<file path="config.mk">
export PLATFORM = sky130hd
export DESIGN_NAME = coa_queue
export DESIGN_NICKNAME = d
export VERILOG_FILES = /design/src/rtl/core/coa_pkg.sv /design/src/rtl/core/coa_queue.sv
export SDC_FILE = /design/constraint.sdc
export NUM_CORES = 1
export LEC_CHECK = 0
export ABC_AREA = 1
export BUFFER_PORTS_ARGS = -buffer_cell sky130_fd_sc_hd__buf_2
export CORE_MARGIN = 3
export CORE_UTILIZATION = 39
export DETAILED_ROUTE_END_ITERATION = 7
export PLACE_DENSITY = 0.55
export SYNTH_ARGS = -nofsm -noshare
export SYNTH_HDL_FRONTEND = slang
export SYNTH_SLANG_ARGS = --single-unit
export TNS_END_PERCENT = 20
</file>
<file path="constraint.sdc">
create_clock -name i_clk -period 4.7 [get_ports i_clk]
set_input_delay 0.235 -clock i_clk [delete_from_list [all_inputs] [get_ports i_clk]]
set_output_delay 0.235 -clock i_clk [all_outputs]
set_load 0.05 [all_outputs]
</file>
<file path="src/rtl/core/coa_pkg.sv">
`timescale 1ns / 1ps
// ----------------------------------------------------------------------------
// coa_pkg
// Shared widths, constants, codes and the queue entry type.
// ----------------------------------------------------------------------------
package coa_pkg;

    localparam int COORD_BITS   = 16;
    localparam int RAD_BITS     = COORD_BITS - 1;
    localparam int DIFF_BITS    = COORD_BITS + 1;
    localparam int SUM_BITS     = RAD_BITS + 1;
    localparam int SQ_BITS      = 2 * SUM_BITS;     // d^2 terms, (r1+r2)^2
    localparam int RSQ_BITS     = 2 * RAD_BITS;     // r^2
    localparam int D2_BITS      = SQ_BITS + 1;
    localparam int PROD_BITS    = 2 * SQ_BITS;      // Heron product
    localparam int ROOT_BITS    = PROD_BITS / 2;
    localparam int XC_BITS      = D2_BITS + 2;      // signed CORDIC x input
    localparam int ANG_BITS     = 32;               // Q30 angle, [0, pi]
    localparam int Z_BITS       = ANG_BITS + 2;
    localparam int CW_BITS      = 45;               // CORDIC datapath
    localparam int NORM_EXP     = 40;
    localparam int CORDIC_STEPS = 31;
    localparam int ISQ_STAGES   = PROD_BITS / 2;
    localparam int COR_LAT      = CORDIC_STEPS + 4;
    localparam int AREA_BITS    = 32;
    localparam int Q_DEPTH      = 4;
    localparam int Q_AW         = 2;

    localparam logic [ANG_BITS-1:0]      PI_Q30      = 32'd3373259426;
    localparam logic signed [Z_BITS-1:0] HALF_PI_Q30 = 34'sd1686629713;

    localparam logic [1:0] REL_INSIDE   = 2'd0;
    localparam logic [1:0] REL_DISJOINT = 2'd1;
    localparam logic [1:0] REL_PARTIAL  = 2'd2;

    localparam logic [ANG_BITS-1:0] ATAN_TAB [CORDIC_STEPS] = '{
        32'd843314857, 32'd497837829, 32'd263043837, 32'd133525159, 32'd67021687,
        32'd33543516, 32'd16775851, 32'd8388437, 32'd4194283, 32'd2097149,
        32'd1048576, 32'd524288, 32'd262144, 32'd131072, 32'd65536, 32'd32768,
        32'd16384, 32'd8192, 32'd4096, 32'd2048, 32'd1024, 32'd512, 32'd256,
        32'd128, 32'd64, 32'd32, 32'd16, 32'd8, 32'd4, 32'd2, 32'd1
    };

    typedef struct packed {
        logic [1:0]          rel;
        logic                bad;
        logic [D2_BITS-1:0]  d2;
        logic [SQ_BITS-1:0]  sd;   // S2 - D2
        logic [SQ_BITS-1:0]  dt;   // D2 - T2
        logic [RSQ_BITS-1:0] q1;   // r1^2
        logic [RSQ_BITS-1:0] q2;   // r2^2
    } t_q_item;

endpackage

</file>
<file path="src/rtl/core/coa_queue.sv">
`timescale 1ns / 1ps
// ----------------------------------------------------------------------------
// coa_queue
// Small FIFO between the classify front and the area back end.
// ----------------------------------------------------------------------------
module coa_queue (
    input  logic             i_clk,
    input  logic             i_rst_n,
    input  logic             i_push,
    input  coa_pkg::t_q_item i_item,
    input  logic             i_pop,
    output coa_pkg::t_q_item o_item,
    output logic             o_empty,
    output logic             o_full
);

    localparam int AW = coa_pkg::Q_AW;

    coa_pkg::t_q_item r_mem [coa_pkg::Q_DEPTH];
    logic [AW-1:0]    r_wr, r_rd;
    logic [AW:0]      r_cnt, n_cnt;

    assign o_empty = (r_cnt == '0);
    assign o_full  = (r_cnt == (AW+1)'(coa_pkg::Q_DEPTH));
    assign o_item  = r_mem[r_rd];

    always_comb begin
        case ({i_push, i_pop})
            2'b10:   n_cnt = r_cnt + 1'b1;
            2'b01:   n_cnt = r_cnt - 1'b1;
            default: n_cnt = r_cnt;
        endcase
    end

    always_ff @(posedge i_clk) begin
        if (!i_rst_n) begin
            r_wr  <= '0;
            r_rd  <= '0;
            r_cnt <= '0;
        end else begin
            if (i_push) r_wr <= r_wr + 1'b1;
            if (i_pop)  r_rd <= r_rd + 1'b1;
            r_cnt <= n_cnt;
        end
    end

    always_ff @(posedge i_clk) begin
        if (i_push) r_mem[r_wr] <= i_item;
    end

endmodule

</file>
; Word level (Yosys, flattened, before mapping)
; Memories as Yosys holds them, arrays and structs flattened. A register that Yosys moved wholly into a read port is not among the register bits.
; Index checks and enable logic that the tools add are counted.
[op_classes]
addsub = 4
n_eq_ne = 3
mux = 5
reduce_logical = 2
[op_table]
columns = operator, count
row1 = 3-bit case mux with 2 select lines, 1
row2 = "2-bit by 1-bit adder with 2-bit output, second input constant", 2
row3 = 2-bit 2-to-1 mux, 2
row4 = "3-bit by 1-bit adder with 3-bit output, second input constant", 1
row5 = "3-bit equality test, second input constant", 1
row6 = 3-bit logical NOT, 1
row7 = "3-bit by 1-bit subtractor with 3-bit output, second input constant", 1
row8 = "2-bit by 1-bit equality test with 1-bit output, second input constant", 1
row9 = "2-bit equality test, second input constant", 1
row10 = 1-bit 2-to-1 mux, 2
row11 = 2-bit nonzero test, 1
[totals]
register_bits = 7
ram_bits = 640
in_bits = 164
output_inout_bits = 162
word_cells = 18
memories = 1
[mem_list]
columns = memory, words, word_bits, read_ports, rd_ports_with_merged_regs, write_ports, line
row1 = r_mem, 4, 160, 1, 1, 1, coa_queue.sv:19  ; coa_pkg::t_q_item r_mem [coa_pkg::Q_DEPTH];

; Depth between registers and ports, before layout
[depth]
depth_word = 3
depth_mapped = 10
mapped_depth_nobuf = 10

; Least setup slack after synthesis
; No wires, ideal clock.
[synth_timing]
path_kind = register -> register
startpoint = register r_wr[0]
endpoint = memory r_mem[2][0] in the netlist's numbering, enable pin
setup_ns = 0.512
arrival_time_ns = 3.664
t_required_ns = 4.188
slack_ns = 0.523
stages_incl_launch_ff = 5
path_buffers = 0
period_less_slack_ns = 4.177
cell_sequence = dfxtp_1 > inv_1 > ha_1 > nand2_1 > inv_1
[synth_lines]
columns = element, line
row1 = "start, declared", coa_queue.sv:20  ; logic [AW-1:0] r_wr, r_rd;
row2 = "start signal, assigned", coa_queue.sv:41  ; if (i_push) r_wr <= r_wr + 1'b1;
row3 = "end, declared", coa_queue.sv:19
; No word-level cell before the write port.

==> impl_metrics.yaml <==
power_and_ir_drop:
  power_leakage_nw: 10.5
  powerDensity_mw_per_mm2: 456
  swShare_pct: 26.4
  p_int_mw: 10.1
  pwr-share-comb_pct: 13.4
  clockPowerShare_pct: 38.0
  seqPwrFrac_pct: 48.6
  peakVddDrop_mv: 0.315
  p_switching_mw: 3.64
detailed_routing:
  drtPass1Iterations: 5
  drt-wirelength-per-cell_um: 19.6
  via_per_inst: 5.13
  ant_nets: 0
  drt_wl_total_um: 57300
  vias: 15000
  drc_errors: 0
  drt_iter0_drc: 986
die:
  die_area_mm2: 0.0646
  start_util_pct: 39.6
  die_h_um: 254
  rows: 90
  core-area_mm2: 0.0607
  fp.dieW_um: 254
  ios: 326
clock_tree:
  clockBufferDepth: 3
  cts_resized: 0
  cts_num_sinks: 649
  path_clk_slew_ns: 0.06
  htreeDepth: 3
  cts_tree: "done"
  cts-root-buf: "clkbuf_16"
  clk_latency_ns: 0.59
  numCtsBuffers: 70
synthesis:
  synth_area_mm2: 0.0240
  yosysSeqAreaShare_pct: 80.7
  synth.ff_latch_count: 649
  yosys_warnings: 0
  syn_nets: 1774
  syn_area_per_cell_um2: 15.0
  postSynthCellCount: 1604
  yosys.cell_types.count: 21
timing:
  rsz0062_at_grt: "false"
  max_freq_mhz: 297
  fin_setup_tns_ns: 0
  tightest_slew_ns: 1.06
  maxSlewHeadroom_pct: 29.1
  fin_skew_ns: 0.0236
  hold_viol: 0
  setup_violations: 0
  fin_crit_sh_pct: 71.7
  finalCriticalPeriod_ns: 3.37
  maxSlewViolCount: 0
global_route:
  antenna_found_initial: 8
  grt_max_degree: 179
  grt_util_all_layers_pct: 17.3
  grt.overflow.total: 0
  grt_pass1_vias: 14900
  grt_first_pass_wirelength_um: 86400
run:
  max_cap_violations: 0
worst_setup_path:
  r2r_slack_ns: 2.47
  r2r_start: "r_wr[0]"
  required_ns: 4.47
  cp_max_fo: 140
  crit_type: "reg2out"
  start_kind: "flop"
  cp-endpoint: "o_item[78]"
  crit_path_end_kind: "primary output"
  ff2ff_path_depth: 5
  r2r-end: "r_mem[2][45]"
  cp.arrival_ns: 3.13
layout:
  fin_nets: 2247
  layout_commonest_cell: "edfxtp_1"
  area_growth_pct: 25.7
  drive_above_1_share_pct: 21.3
  final_cells: 2919
  final_util_pct: 49.7
  multiInputGateArea_mm2: 0.00401
  final_cell_mix: "edfxtp_1 (640), buf_2 (325), nor2_1 (323), o21ai_0 (186), dlygate4sd3_1 (163)"
  regArea_mm2: 0.0194
  fillers: 5245
placement:
  dp_hpwl_um: 30100
  dp.cells: 2624
  numPortBuffers: 325
  routabilityCongestion: 0.741
status:
  outcome: "finished clean"
worst_hold_path:
  hp-class: "in2reg"
repair_timing:
action,CTS,global route
buffers inserted,0,0
hold buffers,163,0
hold endpoints to repair,649,0
registers in the layout (all words and copies together) (netlist names), named ones only:
register  cells
r_rd          2
r_mem       640
r_wr          2
r_cnt         3
power by group through the flow:
stage                     Clock (mW)  Sequential, mW  Combinational [mW]
after CTS                       5.38            6.69                1.87
after detailed placement           0            6.81                1.75
after global routing            5.61            6.70                1.98
final                           5.23            6.69                1.85
after global placement             0            6.80                1.74
after floorplan                    0            6.82                1.22
logic make-up after synthesis:
| family | share of synthesized area [%] |
|---|---|
| adder cells (fa/ha/maj) | 0.344 |
| AO/OA/AOI/OAI | 11.1 |
| AND/OR/NAND/NOR | 5.28 |
| flip-flops | 80.7 |
| buffers and inverters | 2.58 |
worst max-delay path, stage by stage, from the launching register on:
cell	delay, ns
dfxtp_4	0.56
inv_8	0.63
buf_4	0.47
nor2_1	0.07
o22ai_1	0.19
buf_2	0.30
metrics by stage:
stage | hold slack, ns | area, um^2 | power, mW | setup WS (ns)
final | 0.0635 | 30200 | 13.8 | 1.33
after global placement | 0.448 | 26300 | 8.54 | 1.96
after CTS | 0.00521 | 30200 | 13.9 | 1.29
after global routing | 0.0511 | 30200 | 14.3 | 1.15
after floorplan | 0.334 | 24000 | 8.04 | 0.523
after detailed placement | 0.449 | 26300 | 8.56 | 1.96
routing by layer:
metal  part of all wire, %  global-route usage, %  wire length [um]
met5                 0.047                      0                27
met1                    43                   22.9             24800
met3                   6.8                   4.78              3910
met2                    48                   28.3             27400
met4                   2.0                   5.00              1140
worst min path at each step:
stage                           start  cells past startpoint       endpoint
after floorplan             i_item[0]                      0    r_mem[0][0]
after global placement    i_item[116]                      1  r_mem[0][116]
after detailed placement    i_item[1]                      1    r_mem[3][1]
after CTS                      i_push                      3        r_wr[1]
after global routing           i_push                      3        r_wr[1]
final                          i_push                      3        r_wr[1]
area by class of cell:
type	instances	area share, %
Clock buffer	82	6.02
Multi-Input combinational cell	833	13.3
Timing Repair Buffer	506	11.6
Tap cell	782	3.24
Antenna cell	6	0.0497
Clock inverter	44	1.25
Inverter	17	0.311
Sequential cell	649	64.3
synthesized netlist by cell type:
| library cell | number | area share [%] |
|---|---|---|
| buf_6 | 13 | 0.61 |
| inv_4 | 1 | 0.026 |
| o21ai_0 | 186 | 3.9 |
| buf_4 | 6 | 0.19 |
| nand2_1 | 9 | 0.14 |
| clkinv_2 | 1 | 0.021 |
| dfxtp_1 | 9 | 0.75 |
| clkbuf_1 | 54 | 0.84 |
| a21oi_1 | 5 | 0.10 |
| nand3_1 | 1 | 0.021 |
| edfxtp_1 | 640 | 80 |
| buf_1 | 2 | 0.031 |
| nand4_1 | 1 | 0.026 |
| o21ai_1 | 140 | 2.9 |
| nor2_1 | 323 | 5.0 |
| nor3_1 | 2 | 0.042 |
| fa_1 | 1 | 0.083 |
| o22ai_1 | 160 | 4.2 |
| ha_1 | 5 | 0.26 |
| buf_2 | 30 | 0.62 |
| inv_1 | 15 | 0.23 |
(Power assumes the default switching activity.)
