`src/rtl/core/coa_pkg.sv`:
```
`timescale 1ns / 1ps
// ----------------------------------------------------------------------------
// coa_pkg
// Shared widths, constants, codes and the queue entry type.
// ----------------------------------------------------------------------------
package coa_pkg;

    localparam int COORD_BITS   = 16;
    localparam int RAD_BITS     = COORD_BITS - 1;
    localparam int DIFF_BITS    = COORD_BITS + 1;
    localparam int SUM_BITS     = RAD_BITS + 1;
    localparam int SQ_BITS      = 2 * SUM_BITS;     // d^2 terms, (r1+r2)^2
    localparam int RSQ_BITS     = 2 * RAD_BITS;     // r^2
    localparam int D2_BITS      = SQ_BITS + 1;
    localparam int PROD_BITS    = 2 * SQ_BITS;      // Heron product
    localparam int ROOT_BITS    = PROD_BITS / 2;
    localparam int XC_BITS      = D2_BITS + 2;      // signed CORDIC x input
    localparam int ANG_BITS     = 32;               // Q30 angle, [0, pi]
    localparam int Z_BITS       = ANG_BITS + 2;
    localparam int CW_BITS      = 45;               // CORDIC datapath
    localparam int NORM_EXP     = 40;
    localparam int CORDIC_STEPS = 31;
    localparam int ISQ_STAGES   = PROD_BITS / 2;
    localparam int COR_LAT      = CORDIC_STEPS + 4;
    localparam int AREA_BITS    = 32;
    localparam int Q_DEPTH      = 4;
    localparam int Q_AW         = 2;

    localparam logic [ANG_BITS-1:0]      PI_Q30      = 32'd3373259426;
    localparam logic signed [Z_BITS-1:0] HALF_PI_Q30 = 34'sd1686629713;

    localparam logic [1:0] REL_INSIDE   = 2'd0;
    localparam logic [1:0] REL_DISJOINT = 2'd1;
    localparam logic [1:0] REL_PARTIAL  = 2'd2;

    localparam logic [ANG_BITS-1:0] ATAN_TAB [CORDIC_STEPS] = '{
        32'd843314857, 32'd497837829, 32'd263043837, 32'd133525159, 32'd67021687,
        32'd33543516, 32'd16775851, 32'd8388437, 32'd4194283, 32'd2097149,
        32'd1048576, 32'd524288, 32'd262144, 32'd131072, 32'd65536, 32'd32768,
        32'd16384, 32'd8192, 32'd4096, 32'd2048, 32'd1024, 32'd512, 32'd256,
        32'd128, 32'd64, 32'd32, 32'd16, 32'd8, 32'd4, 32'd2, 32'd1
    };

    typedef struct packed {
        logic [1:0]          rel;
        logic                bad;
        logic [D2_BITS-1:0]  d2;
        logic [SQ_BITS-1:0]  sd;   // S2 - D2
        logic [SQ_BITS-1:0]  dt;   // D2 - T2
        logic [RSQ_BITS-1:0] q1;   // r1^2
        logic [RSQ_BITS-1:0] q2;   // r2^2
    } t_q_item;

endpackage

```
`src/rtl/core/coa_front.sv`:
```
`timescale 1ns / 1ps
// ----------------------------------------------------------------------------
// coa_front
// Orders radii, squares distances and classifies each circle pair.
// ----------------------------------------------------------------------------
module coa_front (
    input  logic                                i_clk,
    input  logic                                i_rst_n,
    input  logic                                i_valid,
    output logic                                o_ready,
    input  logic [coa_pkg::RAD_BITS-1:0]        i_radius_a,
    input  logic signed [coa_pkg::COORD_BITS-1:0] i_centre_a_x,
    input  logic signed [coa_pkg::COORD_BITS-1:0] i_centre_a_y,
    input  logic [coa_pkg::RAD_BITS-1:0]        i_radius_b,
    input  logic signed [coa_pkg::COORD_BITS-1:0] i_centre_b_x,
    input  logic signed [coa_pkg::COORD_BITS-1:0] i_centre_b_y,
    input  logic                                i_full,
    output logic                                o_push,
    output coa_pkg::t_q_item                    o_item
);

    localparam int RB = coa_pkg::RAD_BITS;
    localparam int DB = coa_pkg::DIFF_BITS;
    localparam int SB = coa_pkg::SQ_BITS;
    localparam int QB = coa_pkg::RSQ_BITS;
    localparam int D2 = coa_pkg::D2_BITS;

    typedef coa_pkg::t_q_item t_q_item_alias;

    logic en;
    logic r_v1, r_v2, r_v3;

    // stage 1
    logic [RB-1:0]        r_r1, r_r2;
    logic signed [DB-1:0] r_dx, r_dy;
    logic                 r_bad1;
    // stage 2
    logic [SB-1:0]        r_dx2, r_dy2, r_s2, r_t2;
    logic [QB-1:0]        r_q1_2, r_q2_2;
    logic                 r_bad2;
    // stage 3
    t_q_item_alias        r_item;

    logic                     a_ge_b;
    logic signed [2*DB-1:0]   dx_sq, dy_sq;
    logic [SB/2-1:0]          rad_sum;
    logic [RB-1:0]            rad_dif;
    logic [D2-1:0]            d2;
    logic [1:0]               rel;

    assign en      = !i_full || !r_v3;
    assign o_ready = en;
    assign o_push  = r_v3 && !i_full;
    assign o_item  = r_item;

    assign a_ge_b  = (i_radius_a >= i_radius_b);
    assign dx_sq   = r_dx * r_dx;
    assign dy_sq   = r_dy * r_dy;
    assign rad_sum = (SB/2)'(r_r1) + (SB/2)'(r_r2);
    assign rad_dif = r_r1 - r_r2;
    assign d2      = D2'(r_dx2) + D2'(r_dy2);

    always_comb begin
        if (D2'(r_t2) >= d2)      rel = coa_pkg::REL_INSIDE;
        else if (d2 >= D2'(r_s2)) rel = coa_pkg::REL_DISJOINT;
        else                      rel = coa_pkg::REL_PARTIAL;
    end

    always_ff @(posedge i_clk) begin
        if (!i_rst_n) begin
            r_v1 <= 1'b0;
            r_v2 <= 1'b0;
            r_v3 <= 1'b0;
        end else if (en) begin
            r_v1 <= i_valid;
            r_v2 <= r_v1;
            r_v3 <= r_v2;
        end
    end

    always_ff @(posedge i_clk) begin
        if (en) begin
            r_r1   <= a_ge_b ? i_radius_a : i_radius_b;
            r_r2   <= a_ge_b ? i_radius_b : i_radius_a;
            r_dx   <= DB'(i_centre_a_x) - DB'(i_centre_b_x);
            r_dy   <= DB'(i_centre_a_y) - DB'(i_centre_b_y);
            r_bad1 <= (i_radius_a == '0) || (i_radius_b == '0);

            r_dx2  <= dx_sq[SB-1:0];
            r_dy2  <= dy_sq[SB-1:0];
            r_s2   <= rad_sum * rad_sum;
            r_t2   <= SB'(rad_dif * rad_dif);
            r_q1_2 <= r_r1 * r_r1;
            r_q2_2 <= r_r2 * r_r2;
            r_bad2 <= r_bad1;

            r_item.rel <= rel;
            r_item.bad <= r_bad2;
            r_item.d2  <= d2;
            r_item.sd  <= r_s2 - d2[SB-1:0];
            r_item.dt  <= d2[SB-1:0] - r_t2;
            r_item.q1  <= r_q1_2;
            r_item.q2  <= r_q2_2;
        end
    end

endmodule

```
`config.mk`:
```
export PLATFORM = sky130hd
export DESIGN_NAME = coa_front
export DESIGN_NICKNAME = d
export VERILOG_FILES = /design/src/rtl/core/coa_pkg.sv /design/src/rtl/core/coa_front.sv
export SDC_FILE = /design/constraint.sdc
export NUM_CORES = 2
export LEC_CHECK = 0
export BUFFER_PORTS_ARGS = -buffer_cell sky130_fd_sc_hd__buf_2
export CAP_MARGIN = 30
export CORE_MARGIN = 2
export CORE_UTILIZATION = 45
export DETAILED_ROUTE_END_ITERATION = 7
export PLACE_DENSITY = 0.73
export SLEW_MARGIN = 25
export SYNTH_ARGS = -nofsm -noshare
export SYNTH_HDL_FRONTEND = slang
export SYNTH_SLANG_ARGS = --single-unit
```
`constraint.sdc`:
```
create_clock -name i_clk -period 9.5 [get_ports i_clk]
set_input_delay 0.475 -clock i_clk [delete_from_list [all_inputs] [get_ports i_clk]]
set_output_delay 0.475 -clock i_clk [all_outputs]
set_load 0.005 [all_outputs]
```
Word level (Yosys, flattened, before mapping)
Index checks and enable logic that the tools add are counted.
{ "word_totals": {"out_inout_bits": 162, "elab_cells": 48, "ff_bits": 415, "inputBits": 98} }
{ "op_classes": {"mux": 3, "n_lt_le_gt_ge": 3, "add_sub_neg": 7, "n_mul": 6, "n_reduce_logical": 7} }
{ "op_table": {"columns": ["operator", "count"], "rows": [
  ["multiplier 15 x 15 -> 30 bit", 3],
  ["multiplier 17 x 17 -> 32 bit", 2],
  ["subtractor 16 x 16 -> 17 bit", 2],
  ["adder 32 x 32 -> 33 bit", 1],
  [">= comparator 30 x 33 -> 1 bit", 1],
  [">= comparator 33 x 32 -> 1 bit", 1],
  ["multiplier 16 x 16 -> 32 bit", 1],
  ["subtractor 32 x 30 -> 32 bit", 1],
  ["subtractor 32 bit", 1],
  ["zero test 15 bit", 2],
  ["two-way mux 15 bit", 2],
  ["adder 15 x 15 -> 16 bit", 1],
  [">= comparator 15 bit", 1],
  ["subtractor 15 bit", 1],
  ["zero test 1 bit", 2],
  ["logical OR 1 bit", 2],
  ["two-way mux 2 bit", 1],
  ["logical AND 1 bit", 1]
]} }

Longest topological paths before layout
{ "logic_depth": {"ltp_word": 3, "mapped_depth": 36, "ltp_nobuf": 35} }

Worst setup path after synthesis
No wires, ideal clock.
{ "synth_timing": {"path_type": "input -> register", "start": "in i_full", "end": "reg r_item, in the netlist o_item[0], enable pin", "path_stages": 1, "slack_ns": -0.418, "t_arrival_ns": 6.960, "n_path_buf": 0, "setup_ns": 2.958, "required_ns": 6.542, "path_cell_list": "nand2_1"} }
{ "synth_via": {"elab_chain_len": 2} }
{ "synth_lines": {"columns": ["item", "line", "source"], "rows": [
  ["start: declaration", "coa_front.sv:17", "input logic i_full,"],
  ["zero test 1 bit", "coa_front.sv:51", "assign en = !i_full || !r_v3;"],
  ["logical OR 1 bit", "coa_front.sv:51", null],
  ["end: declaration", "coa_front.sv:42", "t_q_item_alias r_item;"]
]} }
Every way passes these cells.
A chain may end at the register's enable or synchronous reset.

Worst setup path after layout
{ "layout_timing": {"start": "reg r_r2[1]", "end": "reg r_t2[28], data pin"} }
{ "layout_via": {"elab_chain_len": 2} }
{ "layout_lines": {"columns": ["item", "line", "source"], "rows": [
  ["start: declaration", "coa_front.sv:34", "logic [RB-1:0] r_r1, r_r2;"],
  ["start signal: assignment", "coa_front.sv:84", "r_r2 <= a_ge_b ? i_radius_b : i_radius_a;"],
  ["subtractor 15 bit", "coa_front.sv:60", "assign rad_dif = r_r1 - r_r2;"],
  ["multiplier 15 x 15 -> 30 bit", "coa_front.sv:92", "r_t2 <= SB'(rad_dif * rad_dif);"],
  ["end signal: assignment", "coa_front.sv:92", null],
  ["end: declaration", "coa_front.sv:38", "logic [SB-1:0] r_dx2, r_dy2, r_s2, r_t2;"]
]} }
Every way passes these cells.

==> results_dict.tcl <==
set metrics [dict create \
    antenna_found_initial 4 \
    synthCells 6371 \
    synth-xor-area-share 0.0478 \
    required_ns 9.92 \
    yosys.area.top_type_share 0.341 \
    avgRoutedWirePerCell_um 17.7 \
    routed_wl_mm 152 \
    cts-root-buf "clkbuf_16" \
    synthToLayoutAreaGrowth_pct 8.53 \
    overflow 0 \
    post_cts_buffers 0 \
    io_buffers 257 \
    viasPerCell 5.13 \
    synth_warnings 0 \
    synth_top_flop_cell "edfxtp_1" \
    cts_buffers 50 \
    drt_iter0_drc 2877 \
    cp_num_buf_inv 10 \
    ant_nets 0 \
    yosys-top-cells-area "fa_1 (34%), edfxtp_1 (19%), ha_1 (15%)" \
    synth_top_family_by_area "adder cells" \
    fin_crit_sh 0.945 \
    nFillCells 12888 \
    ctsResizeCount 0 \
    path_clk_slew_ns 0.06 \
    die_x_um 382 \
    synth_adder_area_share 0.488 \
    route.detailed.drc 0 \
    period_minus_slack_ns 8.97 \
    htree_levels 2 \
    slew_headroom 0.343 \
    die_area_um2 146000 \
    slowest_stage "fa_1" \
    max_clock_freq_mhz 111 \
    async_flop_share 0 \
    worst_setup_path_end_kind "flop" \
    seq_area_frac_synth 0.190 \
    synth_compound_area_frac 0.0726 \
    dp_hpwl_mm 127 \
    fin_skew_ns 0.0519 \
    clk-insertion-delay-late_ns 0.67 \
    cts_tree "done" \
    fin_nets 8588 \
    cpPeakStageDelay_ns 0.55 \
    arrival_ns 9.39 \
    synth-simple-area-share 0.0964 \
    ys_ff_latch 406 \
    worstHoldPathType "in -> reg" \
    crit_top_cell "fa_1" \
    cts_num_sinks 406 \
    core-area_um2 142000 \
    seq_area_um2 12200 \
    start_util 0.453 \
    rows 138 \
    ys_types 77 \
    grt_setup_unrepaired "no" \
    start_kind "flop" \
    grt_pass1_vias 47704 \
    routabilityCongestion 0.944 \
    worst_pin_slew_ns 0.986 \
    drtPass1Iterations 6 \
    cp_top_family "adder cells" \
    hold_buffers 0 \
    hold_viol 0 \
    clock_path_buffers 3 \
    setup_tns_ns 0 \
    yosysTopAreaCell "fa_1" \
    setup_viol 0 \
    grt_usage 0.215 \
    synth-edff-count 403 \
    syn_area_per_cell_um2 10.1 \
    multiInputGateArea_um2 45700 \
    syn_area_um2 64200 \
    slew_violations 0 \
    die_y_um 382 \
    max-cap-violations 0 \
    cp_max_fo 10 \
    grt_first_pass_wirelength_mm 249 \
    grt_max_degree 129 \
    crit_type "reg -> reg" \
    vias 44035 \
    drive_gt1_frac 0.0727 \
    status "complete, no violations" \
    synth_mux_area_frac 0.00579 \
    ioPinCount 260 \
]
## synthesized netlist by cell type, types with 81 or more instances
cell type  instances
xnor2_1          267
a21o_1           124
ha_1             754
fa_1            1094
clkbuf_1         107
xor2_1            81
o21ai_0          110
nand2_1          428
inv_1           1561
a21oi_1          223
nor2_1           376
and2_1           230
edfxtp_1         403
## per-layer routing
| layer | up-vias | part of all wire | track usage |
|---|---|---|---|
| met5 | - | 0 | 0 |
| met1 | 22173 | 0.42 | 0.283 |
| met4 | 0 | 0.039 | 0.0756 |
| li1 | 20396 | - | - |
| met3 | 298 | 0.053 | 0.0277 |
| met2 | 1168 | 0.49 | 0.364 |
## kinds of logic (layout without fill, tap and decap cells)
group,after synthesis,after routing
xor+xnor,349,349
mux,33,33
compound gates,711,711
buf+inv,1697,2009
fa+ha+maj,1848,1848
other cells,1,4
simple gates,1326,1326
flops,406,406
## worst register-to-register path, delay by kind of cell (launching register included)
kind	cells	cell delay, ns
AND/OR/NAND/NOR	1	0.19
adder cells (fa/ha/maj)	8	3.77
XOR/XNOR	2	0.16
AO/OA/AOI/OAI	15	3.08
flip-flops	1	0.32
buffers and inverters	10	1.25
## flip-flops by register name, indices dropped and copies added, names as in the netlist, 15 cells and up
| signal | cells |
|---|---|
| o_item | 158 |
| r_dx | 17 |
| r_dx2 | 31 |
| r_dy | 17 |
| r_dy2 | 31 |
| r_q1_2 | 29 |
| r_q2_2 | 29 |
| r_r1 | 15 |
| r_r2 | 15 |
| r_s2 | 30 |
| r_t2 | 29 |
## final timing paths
path	from	endpoint	slack, ns	cells past startpoint
max	r_r2[1]	r_t2[28]	0.53	36
min	i_rst_n	r_v3	0.08	2
max reg2reg	r_r2[1]	r_t2[28]	0.53	36
min reg2reg	r_q1_2[8]	o_item[38]	0.41	0
## layout by cell type (no fill, tap or decap), types with 223 or more instances in the layout
| cell type | instances |
|---|---|
| nand2_1 | 427 |
| edfxtp_1 | 403 |
| xnor2_1 | 267 |
| buf_2 | 257 |
| fa_1 | 1094 |
| ha_1 | 754 |
| nor2_1 | 376 |
| inv_1 | 1561 |
| a21oi_1 | 223 |
| and2_1 | 230 |
## per-stage QoR
step	utilization	setup slack (ns)	cells	hold WS [ns]	cell area, um^2
2_1_floorplan	-	0.583	6372	0.400	64200
3_3_place_gp	0.480	0.551	8480	0.402	68000
3_5_place_dp	0.480	0.380	8480	0.405	68000
4_1_cts	0.492	0.384	8574	0.0320	69600
5_1_grt	0.492	0.0148	8574	0.0730	69600
6_report	0.492	0.525	8576	0.0779	69600
## final cells by class
class	instances	area share
multi-input cells	4269	0.656
flip-flops and latches	406	0.175
inverters	1583	0.0853
well taps	1890	0.0340
repair buffers	332	0.0269
clock buffers	61	0.0193
clock inverters	33	0.00419
diodes	2	0.0000719
Power is left out: the tool's default activity adds up to more than one toggle a clock period on the data nets, which glitch-free logic cannot reach.
